<file path="config.mk">
export PLATFORM = sky130hd
export DESIGN_NAME = crh_lane
export DESIGN_NICKNAME = d
export VERILOG_FILES = /design/src/rtl/core/crh_pkg.sv /design/src/rtl/core/crh_lane.sv
export SDC_FILE = /design/constraint.sdc
export NUM_CORES = 1
export LEC_CHECK = 0
export BUFFER_PORTS_ARGS = -buffer_cell sky130_fd_sc_hd__buf_2
export CAP_MARGIN = 15
export CELL_PAD_IN_SITES_DETAIL_PLACEMENT = 1
export CELL_PAD_IN_SITES_GLOBAL_PLACEMENT = 1
export CORE_MARGIN = 2
export CORE_UTILIZATION = 35
export CTS_CLUSTER_SIZE = 25
export DETAILED_ROUTE_END_ITERATION = 10
export PLACE_DENSITY = 0.69
export SKIP_CTS_REPAIR_TIMING = 1
export SLEW_MARGIN = 10
export SYNTH_ARGS = -nofsm -noshare
export SYNTH_HDL_FRONTEND = slang
export SYNTH_SLANG_ARGS = --single-unit
</file>
<file path="constraint.sdc">
create_clock -name clk -period 15.5 [get_ports clk]
set_input_delay 0 -clock clk [delete_from_list [all_inputs] [get_ports clk]]
set_output_delay 0 -clock clk [all_outputs]
set_load 0.01 [all_outputs]
</file>
<file path="src/rtl/core/crh_pkg.sv">
// Shared widths, codes and types of the cell range histogram.
package crh_pkg;

	localparam int MAX_BINS         = 512;
	localparam int BIN_W            = 9;
	localparam int SAMPLE_W         = 16;
	localparam int SCALE_W          = 26;
	localparam int NBINS_W          = 10;
	localparam int COUNT_W          = 32;
	localparam int FRAC_W           = 16;
	localparam int PROD_W           = SAMPLE_W + SCALE_W;
	localparam int LANES            = 2;
	localparam int CORNERS_PER_LANE = 4;
	localparam int ROUND_Q16        = 65535;

	typedef logic [SAMPLE_W-1:0] sample_t;
	typedef logic [BIN_W-1:0]    bin_t;
	typedef logic [COUNT_W-1:0]  count_t;
	typedef logic [SCALE_W-1:0]  scale_t;
	typedef logic [NBINS_W-1:0]  nbins_t;
	typedef logic [1:0]          action_t;
	typedef logic [1:0]          cfg_index_t;

	localparam action_t ACT_ADD   = 2'd0;
	localparam action_t ACT_READ  = 2'd1;
	localparam action_t ACT_CLEAR = 2'd2;

	localparam cfg_index_t CFG_DATA_MINIMUM = 2'd0;
	localparam cfg_index_t CFG_BIN_SCALE    = 2'd1;
	localparam cfg_index_t CFG_BINS_IN_USE  = 2'd2;

	localparam sample_t RST_DATA_MINIMUM = 16'd0;
	localparam scale_t  RST_BIN_SCALE    = 26'd65536;
	localparam nbins_t  RST_BINS_IN_USE  = 10'd400;

	typedef sample_t [CORNERS_PER_LANE-1:0] lane_in_t;

	typedef struct packed {
		sample_t lo;
		sample_t hi;
	} span_t;

	typedef struct packed {
		logic walk;
		logic read;
		logic clear;
		bin_t first;
		bin_t last;
		bin_t idx;
	} bins_cmd_t;

	typedef struct packed {
		logic   idle;
		logic   done;
		count_t count;
	} bins_stat_t;

endpackage

</file>
<file path="src/rtl/core/crh_lane.sv">
// One corner lane: minimum and maximum over its share of the cell corners.
module crh_lane (
	input  logic              clk,
	input  logic              load,
	input  crh_pkg::lane_in_t corners,
	output crh_pkg::span_t    span_q
);

	crh_pkg::span_t span;

	always_comb begin
		span.lo = corners[0];
		span.hi = corners[0];
		for (int i = 1; i < crh_pkg::CORNERS_PER_LANE; i++) begin
			if (corners[i] < span.lo) span.lo = corners[i];
			if (corners[i] > span.hi) span.hi = corners[i];
		end
	end

	always_ff @(posedge clk) begin
		if (load) span_q <= span;
	end

endmodule

</file>
==> reports/results.tsv <==
stage	metric	value	unit
run_status	status	completed	
clock_network	worst-case clock buffer depth	2	
final_layout	Layout area overhead	17.1	%
die	DIE HEIGHT	116	um
final_layout	Regs by FF count	span_q: 32 flops	
die	Starting Density	0.361	
die	die width	116	um
die	Core Area	12100	sq um
pwr	combinational power share	0.500	
drt	initial DRC count	159	
drt	Post-route DRC	0	
timing	fmax	131	MHz
pwr	P_leak	2.61	nW
synthesis	Post-synth EDFFs	32	
pwr	maximum vdd drop	0.0348	mV
synthesis	sequential-to-total area share from yosys stat	0.220	
synthesis	synth top area cells	ha_1, edfxtp_1, mux2i_1	
place	global placer's final weighted congestion	0.835	
drt	Final ANT Viol Nets	0	
drt	per-cell routed wire length	18.5	um
final_layout	Layout Nets	693	
die	Row Count	40	
place	count of port buffers added during placement	97	
pwr	Total Power	0.000475	W
timing	Rel. slew slack	0.279	
synthesis	Post-synth top cells	ha_1, inv_1, mux2i_1	
place	Setup WS pre-CTS	7520	ps
flow_run	max_cap viols	0	
synthesis	Yosys top cell area share	0.221	
clock_network	CTS tree	built	
final_layout	ant diodes	0	
timing	Tcrit/Tclk final	0.491	
timing	TNS Setup	0	ps
pwr	clock share of power	0.236	
synthesis	Post-Syn Area	4360	sq um
clock_network	Root Buffer	clkbuf_16	
timing	Final Hold Vio Count	0	
die	die area	13400	sq um
place	post-DP HPWL	11.4	mm
hold_path	WHS Endpoint	span_q[16]	
final_layout	# fillers	1439	
final_layout	max FFs per register	32	
synthesis	Yosys warnings	0	
timing	RSZ-0062 raised after global routing	false	
pwr	P per Cell Area	93.0	nW/um^2
clock_network	clock sink total	32	
timing	Slew @ Worst Pin	1080	ps
clock_network	Reg clk slew, reported paths	50	ps
drt	routed vias/inst	5.43	
timing	Final setup viols	0	
synthesis	FF+latch count, synth	32	
synthesis	syn_nets	606	
hold_path	hold path start	corners[48]	
clock_network	H-tree Lvls	2	
global_routing	GRT Total Usage	0.201	
drt	final WL	13.3	mm
final_layout	Final Util	0.423	
timing	Slew Viols, Final	0	
pwr	Sw Share	0.380	
synthesis	Synth async-reset ratio	0	
global_routing	first-pass GRT wire length	20.9	mm
synthesis	count of cell types in the netlist	50	
setup_path	startpoint types	primary input	
clock_network	total CTS buffers	5	
setup_path	crit path kind	primary input to flip-flop	
pwr	Sequential Power Share	0.263	
global_routing	initial antenna violation count	0	
setup_path	crit path DAT	7640	ps
drt	drt pass-1 iters	4	
timing	Worst Slack Setup Final	7890	ps
hold_path	worst hold path stage count	2	
synthesis	dominant synthesized flop cell	edfxtp_1	
global_routing	largest net degree at the start of global routing	33	
pwr	NetSw	0.000180	W
timing	minimum clock period after layout	7610	ps
drt	Vias	3904	
hold_path	Hold Crit Class	primary input to flip-flop	
synthesis	largest area contributor in the netlist	ha_1	
setup_path	Crit. End Element	flip-flop	
final_layout	layout cells sized above 1	0.267	
global_routing	Congestion Overflow GR	0	
final_layout	largest reg by FF count	span_q	
setup_path	Crit Path Max Fanout	16	
synthesis	count leader, synth	ha_1	
die	I/O pin count	98	
pwr	Internal Pwr Total	0.000294	W
synthesis	syn_area_per_cell	9.41	sq um
global_routing	vias in the first global route	4009	
setup_path	Critical Path RT	15530	ps
synthesis	cell count after synthesis	463	
[power by group through the flow]
| stage | Combinational [W] | Clock (W) | Sequential (W) |
|---|---|---|---|
| floorplan | 0.000150 | 0 | 0.000137 |
| global placement | 0.000229 | 0 | 0.000127 |
| detailed placement | 0.000237 | 0 | 0.000127 |
| CTS | 0.000238 | 0.000115 | 0.000125 |
| global route | 0.000264 | 0.000117 | 0.000127 |
| finish | 0.000237 | 0.000112 | 0.000125 |
[metrics by stage]
stage               hold WS [ps]  cell area, sq um  cells
finish                      97.5              5100    719
detailed placement           383              4930    710
global placement             380              4930    710
CTS                         91.7              5090    718
global route                 102              5100    719
floorplan                    112              4360    463
[layout by cell type, fill, tap and decap left out, drive strengths merged, types with 2 or more instances in the layout]
cell type,count
a221o,3
a211o,2
and3,3
o31ai,16
clkbuf,5
and4,5
ha,77
inv,64
and2,2
nor2b,3
nor4,18
nor3,5
edfxtp,32
nor2,9
a211oi,2
o21a,3
or3,2
o211ai,2
nand4,13
a31oi,15
buf,98
clkinv,2
mux2,15
a221oi,2
nand2,9
mux2i,47
a21oi,23
o21ai,27
nand3,5
or2,16
a21o,18
[how the worst max path moves through the flow]
stage                start    endpoint  slack (ps)  cells past startpoint
2_1_floorplan  corners[13]  span_q[10]        9670                     28
3_3_place_gp   corners[13]  span_q[16]        7600                     24
3_5_place_dp   corners[13]  span_q[16]        7520                     24
4_1_cts        corners[13]  span_q[16]        7820                     24
5_1_grt        corners[13]  span_q[16]        7470                     24
6_report       corners[14]  span_q[16]        7890                     24
[routing by layer]
metal  track usage  wire length [um]  up-vias
met2         0.341              6120       84
met1         0.278              6510     1889
li1              -                 -     1922
met4        0.0458               164        0
met5             0                 0        -
met3        0.0167               496        9
[worst max-delay path, cell delays in order]
cell      delay, ps
buf_2           110
inv_1            40
ha_1            310
nand4_2         170
nor3_1           80
nor3_1          420
and4b_1         910
mux2i_1         390
ha_1            310
a21o_1          180
a221o_1         370
a221oi_2        450
o21ai_0         270
a21oi_2         840
mux2i_1         420
ha_1            310
a21o_1          170
a21o_1          170
a21o_1          170
a21o_1          170
a21o_1          170
a21oi_1         200
o221a_2         590
mux2_2          390
[final cells by class]
| class | instances | area, sq um | area share |
|---|---|---|---|
| sequential | 32 | 961 | 0.188 |
| inverter | 64 | 240 | 0.0471 |
| multi-input combinational | 349 | 3030 | 0.594 |
| timing repair buffer | 98 | 497 | 0.0973 |
| clock inverter | 3 | 37.5 | 0.00735 |
| tap | 168 | 210 | 0.0412 |
| clock buffer | 5 | 125 | 0.0245 |
[kinds of logic (layout without fill, tap and decap cells)]
logic type	Yosys count	after routing	share of synthesized area
mux	62	62	0.147
fa+ha+maj	77	77	0.221
flops	32	32	0.220
compound gates	116	116	0.176
simple gates	94	94	0.152
buf+inv	82	170	0.0835
Note: power is estimated with default switching activity, not from simulation.
