## src/rtl/core/crh_pkg.sv

```systemverilog
// Shared widths, codes and types of the cell range histogram.
package crh_pkg;

	localparam int MAX_BINS         = 512;
	localparam int BIN_W            = 9;
	localparam int SAMPLE_W         = 16;
	localparam int SCALE_W          = 26;
	localparam int NBINS_W          = 10;
	localparam int COUNT_W          = 32;
	localparam int FRAC_W           = 16;
	localparam int PROD_W           = SAMPLE_W + SCALE_W;
	localparam int LANES            = 2;
	localparam int CORNERS_PER_LANE = 4;
	localparam int ROUND_Q16        = 65535;

	typedef logic [SAMPLE_W-1:0] sample_t;
	typedef logic [BIN_W-1:0]    bin_t;
	typedef logic [COUNT_W-1:0]  count_t;
	typedef logic [SCALE_W-1:0]  scale_t;
	typedef logic [NBINS_W-1:0]  nbins_t;
	typedef logic [1:0]          action_t;
	typedef logic [1:0]          cfg_index_t;

	localparam action_t ACT_ADD   = 2'd0;
	localparam action_t ACT_READ  = 2'd1;
	localparam action_t ACT_CLEAR = 2'd2;

	localparam cfg_index_t CFG_DATA_MINIMUM = 2'd0;
	localparam cfg_index_t CFG_BIN_SCALE    = 2'd1;
	localparam cfg_index_t CFG_BINS_IN_USE  = 2'd2;

	localparam sample_t RST_DATA_MINIMUM = 16'd0;
	localparam scale_t  RST_BIN_SCALE    = 26'd65536;
	localparam nbins_t  RST_BINS_IN_USE  = 10'd400;

	typedef sample_t [CORNERS_PER_LANE-1:0] lane_in_t;

	typedef struct packed {
		sample_t lo;
		sample_t hi;
	} span_t;

	typedef struct packed {
		logic walk;
		logic read;
		logic clear;
		bin_t first;
		bin_t last;
		bin_t idx;
	} bins_cmd_t;

	typedef struct packed {
		logic   idle;
		logic   done;
		count_t count;
	} bins_stat_t;

endpackage

```

## src/rtl/core/crh_merge.sv

```systemverilog
// Merge of the lane spans and mapping of the span to clamped bins.
module crh_merge (
	input  logic             clk,
	input  logic             arst_n,
	input  logic             start,
	input  crh_pkg::span_t   lane_span [crh_pkg::LANES],
	input  crh_pkg::sample_t dmin,
	input  crh_pkg::scale_t  scale,
	input  crh_pkg::nbins_t  nbins,
	output logic             done,
	output crh_pkg::bin_t    first,
	output crh_pkg::bin_t    last
);

	crh_pkg::sample_t lo, hi;
	logic v_s1, v_s2, v_s3;
	logic lo_ok_s1, hi_ok_s1, lo_ok_s2, hi_ok_s2;
	crh_pkg::sample_t lo_off_s1, hi_off_s1;
	logic [crh_pkg::PROD_W-1:0] prod_lo_s2, prod_hi_s2;
	logic [crh_pkg::PROD_W:0] end_sum;
	logic [crh_pkg::SCALE_W-1:0] first_raw;
	logic [crh_pkg::PROD_W-crh_pkg::FRAC_W:0] end_raw;
	crh_pkg::bin_t top_bin;
	crh_pkg::bin_t first_s3, last_s3;

	// combine the lanes
	always_comb begin
		lo = lane_span[0].lo;
		hi = lane_span[0].hi;
		for (int i = 1; i < crh_pkg::LANES; i++) begin
			if (lane_span[i].lo < lo) lo = lane_span[i].lo;
			if (lane_span[i].hi > hi) hi = lane_span[i].hi;
		end
	end

	// round the end bin up, drop the fraction of the first bin
	always_comb begin
		end_sum   = {1'b0, prod_hi_s2} + (crh_pkg::PROD_W + 1)'(crh_pkg::ROUND_Q16);
		first_raw = lo_ok_s2 ? prod_lo_s2[crh_pkg::PROD_W-1:crh_pkg::FRAC_W] : '0;
		end_raw   = hi_ok_s2 ? end_sum[crh_pkg::PROD_W:crh_pkg::FRAC_W] : '0;
		if (nbins < crh_pkg::NBINS_W'(2))
			top_bin = crh_pkg::BIN_W'(1);
		else if (nbins > crh_pkg::NBINS_W'(crh_pkg::MAX_BINS))
			top_bin = crh_pkg::BIN_W'(crh_pkg::MAX_BINS - 1);
		else
			top_bin = crh_pkg::BIN_W'(nbins - crh_pkg::NBINS_W'(1));
	end

	always_ff @(posedge clk or negedge arst_n) begin
		if (!arst_n) begin
			v_s1 <= 1'b0;
			v_s2 <= 1'b0;
			v_s3 <= 1'b0;
		end else begin
			v_s1 <= start;
			v_s2 <= v_s1;
			v_s3 <= v_s2;
		end
	end

	always_ff @(posedge clk) begin
		lo_ok_s1  <= lo >= dmin;
		hi_ok_s1  <= hi >= dmin;
		lo_off_s1 <= lo - dmin;
		hi_off_s1 <= hi - dmin;
		lo_ok_s2   <= lo_ok_s1;
		hi_ok_s2   <= hi_ok_s1;
		prod_lo_s2 <= crh_pkg::PROD_W'(lo_off_s1) * crh_pkg::PROD_W'(scale);
		prod_hi_s2 <= crh_pkg::PROD_W'(hi_off_s1) * crh_pkg::PROD_W'(scale);
		first_s3 <= (first_raw > crh_pkg::SCALE_W'(top_bin)) ? top_bin
			: first_raw[crh_pkg::BIN_W-1:0];
		last_s3  <= (end_raw > (crh_pkg::PROD_W - crh_pkg::FRAC_W + 1)'(top_bin)) ? top_bin
			: end_raw[crh_pkg::BIN_W-1:0];
	end

	assign done  = v_s3;
	assign first = first_s3;
	assign last  = last_s3;

endmodule

```

## config.mk

```make
export PLATFORM = sky130hd
export DESIGN_NAME = crh_merge
export DESIGN_NICKNAME = d
export VERILOG_FILES = /design/src/rtl/core/crh_pkg.sv /design/src/rtl/core/crh_merge.sv
export SDC_FILE = /design/constraint.sdc
export NUM_CORES = 2
export LEC_CHECK = 0
export BUFFER_PORTS_ARGS = -buffer_cell sky130_fd_sc_hd__buf_2
export CORE_ASPECT_RATIO = 1.75
export CORE_MARGIN = 4
export CORE_UTILIZATION = 40
export DETAILED_ROUTE_END_ITERATION = 8
export GPL_ROUTABILITY_DRIVEN = 0
export PLACE_DENSITY = 0.64
export SKIP_LAST_GASP = 1
export SYNTH_ARGS = -nofsm -noshare
export SYNTH_HDL_FRONTEND = slang
export SYNTH_SLANG_ARGS = --single-unit
```

## constraint.sdc

```tcl
create_clock -name clk -period 10.79 [get_ports clk]
set_input_delay 0 -clock clk [delete_from_list [all_inputs] [get_ports clk]]
set_output_delay 0 -clock clk [all_outputs]
set_load 0.005 [all_outputs]
```

==> flow_summary.yaml <==
status:
  status: "completed"
floorplanning:
  rows: 137
  dieArea_um2: 85300
  start_util: 0.404
  die_h_um: 383
  die_w_um: 222
  io_pins: 138
  core_um2: 79700
timing:
  worst_slew_pin_slew_ns: 1.27
  relSlewSlack: 0.155
  fin_crit_sh: 0.693
  hold_viol_final: 0
  rsz0062_at_grt: "no"
  finalCriticalPeriod_ns: 7.48
  fin_ws_ns: 3.31
  setup_viol_count_final: 0
  max_clock_freq_mhz: 134
  holdWs_ns: 0.0244
  fin_setup_tns_ns: 0
  drv_slew: 0
  skew_ns: 0.0153
layout:
  drive_gt1_frac: 0.0697
  fillCellCount: 7938
  nNetsFinal: 4785
  final_cells: 4748
  area_growth_pct: 7.44
clock_network:
  cts_tree: "built"
  clkLatencyLatePin_ns: 0.49
  clockBufferDepth: 2
  post_cts.repair.setup_buffers: 0
  cts_buffers: 17
  cts_max_level: 4
  clk_root_buffer_cell: "clkbuf_16"
  cts.sink_count: 125
  clkSlewWorstSetupHoldPaths_ns: 0.07
  ctsResizeCount: 0
synthesis:
  synth_edf_count: 0
  synth_area_leaders: "fa_1 42%, ha_1 12%, inv_1 9.7%"
  synth.largest_area_cell: "fa_1"
  synth_top_cell_area_share: 0.416
  netlist_area_um2: 32200
  ys_types: 63
  syn-instance-count: 3640
  synthMostInstantiatedCell: "inv_1"
  synthArstFlopShare: 0.0240
  syn_area_per_cell_um2: 8.85
  yosys_warnings: 0
  yosysSeqAreaShare: 0.0782
  syn_nets: 4735
  yosys-top-cells-count: "835 x inv_1, 669 x fa_1, 531 x nand2_1"
  synth_seq_cells: 125
  dominantRegCellSynth: "dfxtp_1"
detailed_routing:
  drtPass1Iterations: 5
  remaining_drc_errors: 0
  wl_per_cell_um: 18.2
  drt.antenna.violating_nets: 0
  drtIter0Drc: 1098
  totalWireLength_um: 86200
  vias: 24400
  via_per_inst: 5.13
place:
  io_buffers: 137
  dp_hpwl_um: 65900
  dp.cells: 4702
  preCtsSetupSlack_ns: 3.32
global_route:
  first_global_vias: 27600
  antenna_found_initial: 8
  globalRouteOverflowTotal: 0
  grt_pass1_wl_um: 142000
  grt_max_degree: 33
  grt_use_total: 0.211
worst_setup_path:
  slowest_delay_ns: 1.16
  cp_cell_sequence: "nand2_1 > fa_1 > inv_1 > fa_1 > fa_1 > fa_1 > fa_1 > inv_1 > fa_1 > inv_1 > ha_1 > nand2_1 > nor4_1 > nand2_1 > nor4_1 > o2111ai_1 > a31oi_1 > o21ai_0 > o21bai_1 > a21oi_1 > xnor2_1"
  end_kind: "register"
  worstPathMaxFanout: 26
  worst-path-buf-inv: 3
  critPathSlowestCell: "dfxtp_1"
  required_ns: 11.15
  cp-start-kind: "register"
  critPathTopFamily: "adder cells"
  critPathKind: "reg -> reg"
  arrival_ns: 7.84
  cp_common_cell: "fa_1"
worst_hold_path:
  hold_path_class: "in -> reg"
job:
  maxCapViolations: 0
metal layers:
layer,track usage,vias up,wire length [um]
met2,0.405,724,46700
met3,0.0294,236,4150
met1,0.224,12400,30700
met4,0.104,6,4600
li1,-,11000,-
met5,0,-,44
timing repair:
action	4_1_cts	5_1_grt
endpoints found under the hold margin	11	0
hold buffers	11	0
endpoints found under the setup margin	0	0
sequential cells by signal, summed over array words and instances (netlist names):
name / cells
done: 1
first: 9
hi_off_s1: 16
hi_ok_s1: 1
hi_ok_s2: 1
last: 9
lo_off_s1: 16
lo_ok_s1: 1
lo_ok_s2: 1
prod_hi_s2: 42
prod_lo_s2: 26
v_s1: 1
v_s2: 1
placed cells by master, fill, tap and decap left out, types with 26 or more instances in the layout:
master	netlist	layout
mux2_2	32	32
inv_1	835	835
and2_1	366	366
nor2_1	58	58
o21ai_0	55	55
buf_2	1	137
dfxtp_1	122	122
a21o_1	48	48
nand2_1	531	531
nand4_1	26	26
xor2_1	32	32
xnor2_1	73	73
fa_1	669	669
buf_4	0	39
a21oi_1	95	95
ha_1	307	307
stage by stage:
| step | instance area (um^2) | utilization |
|---|---|---|
| final | 34600 | 0.434 |
| after global routing | 34600 | 0.434 |
| after CTS | 34600 | 0.434 |
| after detailed placement | 33900 | 0.425 |
| after global placement | 33900 | 0.425 |
| after floorplan | 32200 | - |
area by class of cell:
| cell class | instances | area, um^2 | share of cell area |
|---|---|---|---|
| clock buffer | 19 | 443 | 0.0128 |
| tap | 1042 | 1300 | 0.0377 |
| antenna | 3 | 7.51 | 0.000217 |
| inverter | 835 | 3130 | 0.0906 |
| timing repair buffer | 187 | 1090 | 0.0315 |
| clock inverter | 13 | 139 | 0.00401 |
| sequential | 125 | 2520 | 0.0728 |
| multi-input combinational | 2524 | 26000 | 0.750 |
worst paths after layout:
check                                          start                endpoint  slack (ns)  cells after the start
worst min register to register      lo_ok_s1$_DFF_P_        lo_ok_s2$_DFF_P_        0.35                      0
max in group asynchronous                     arst_n          v_s1$_DFF_PN0_       10.27                      3
worst max-delay path            hi_off_s1[7]$_DFF_P_  prod_hi_s2[39]$_DFF_P_        3.31                     21
worst min-delay path                   lane_span[31]   lo_off_s1[15]$_DFF_P_        0.02                      4
worst max register to register  hi_off_s1[7]$_DFF_P_  prod_hi_s2[39]$_DFF_P_        3.31                     21
min in group asynchronous                     arst_n          done$_DFF_PN0_        0.38                      3
kinds of logic (layout without fill, tap and decap cells):
family | count (synthesis) | in the layout | synth area share
AOI/OAI and AO/OA | 297 | 297 | 0.0594
and+or+nand+nor | 1108 | 1108 | 0.170
other | 0 | 3 | 0
DFF | 125 | 125 | 0.0782
xor gates and xnor gates | 105 | 105 | 0.0286
muxes | 38 | 38 | 0.0131
adders and majority gates | 976 | 976 | 0.535
buffers and inverters | 991 | 1054 | 0.116
worst reg2reg max path, delay by kind of cell (launching register included):
kind            cells  cell delay, ns
flops               1            1.16
compound gates      5            1.09
buf+inv             3            0.14
simple gates        5            1.38
xor+xnor            1            0.13
fa+ha+maj           7            3.48
Power is left out: the tool's default activity adds up to more than one toggle a clock period on the data nets, which glitch-free logic cannot reach.
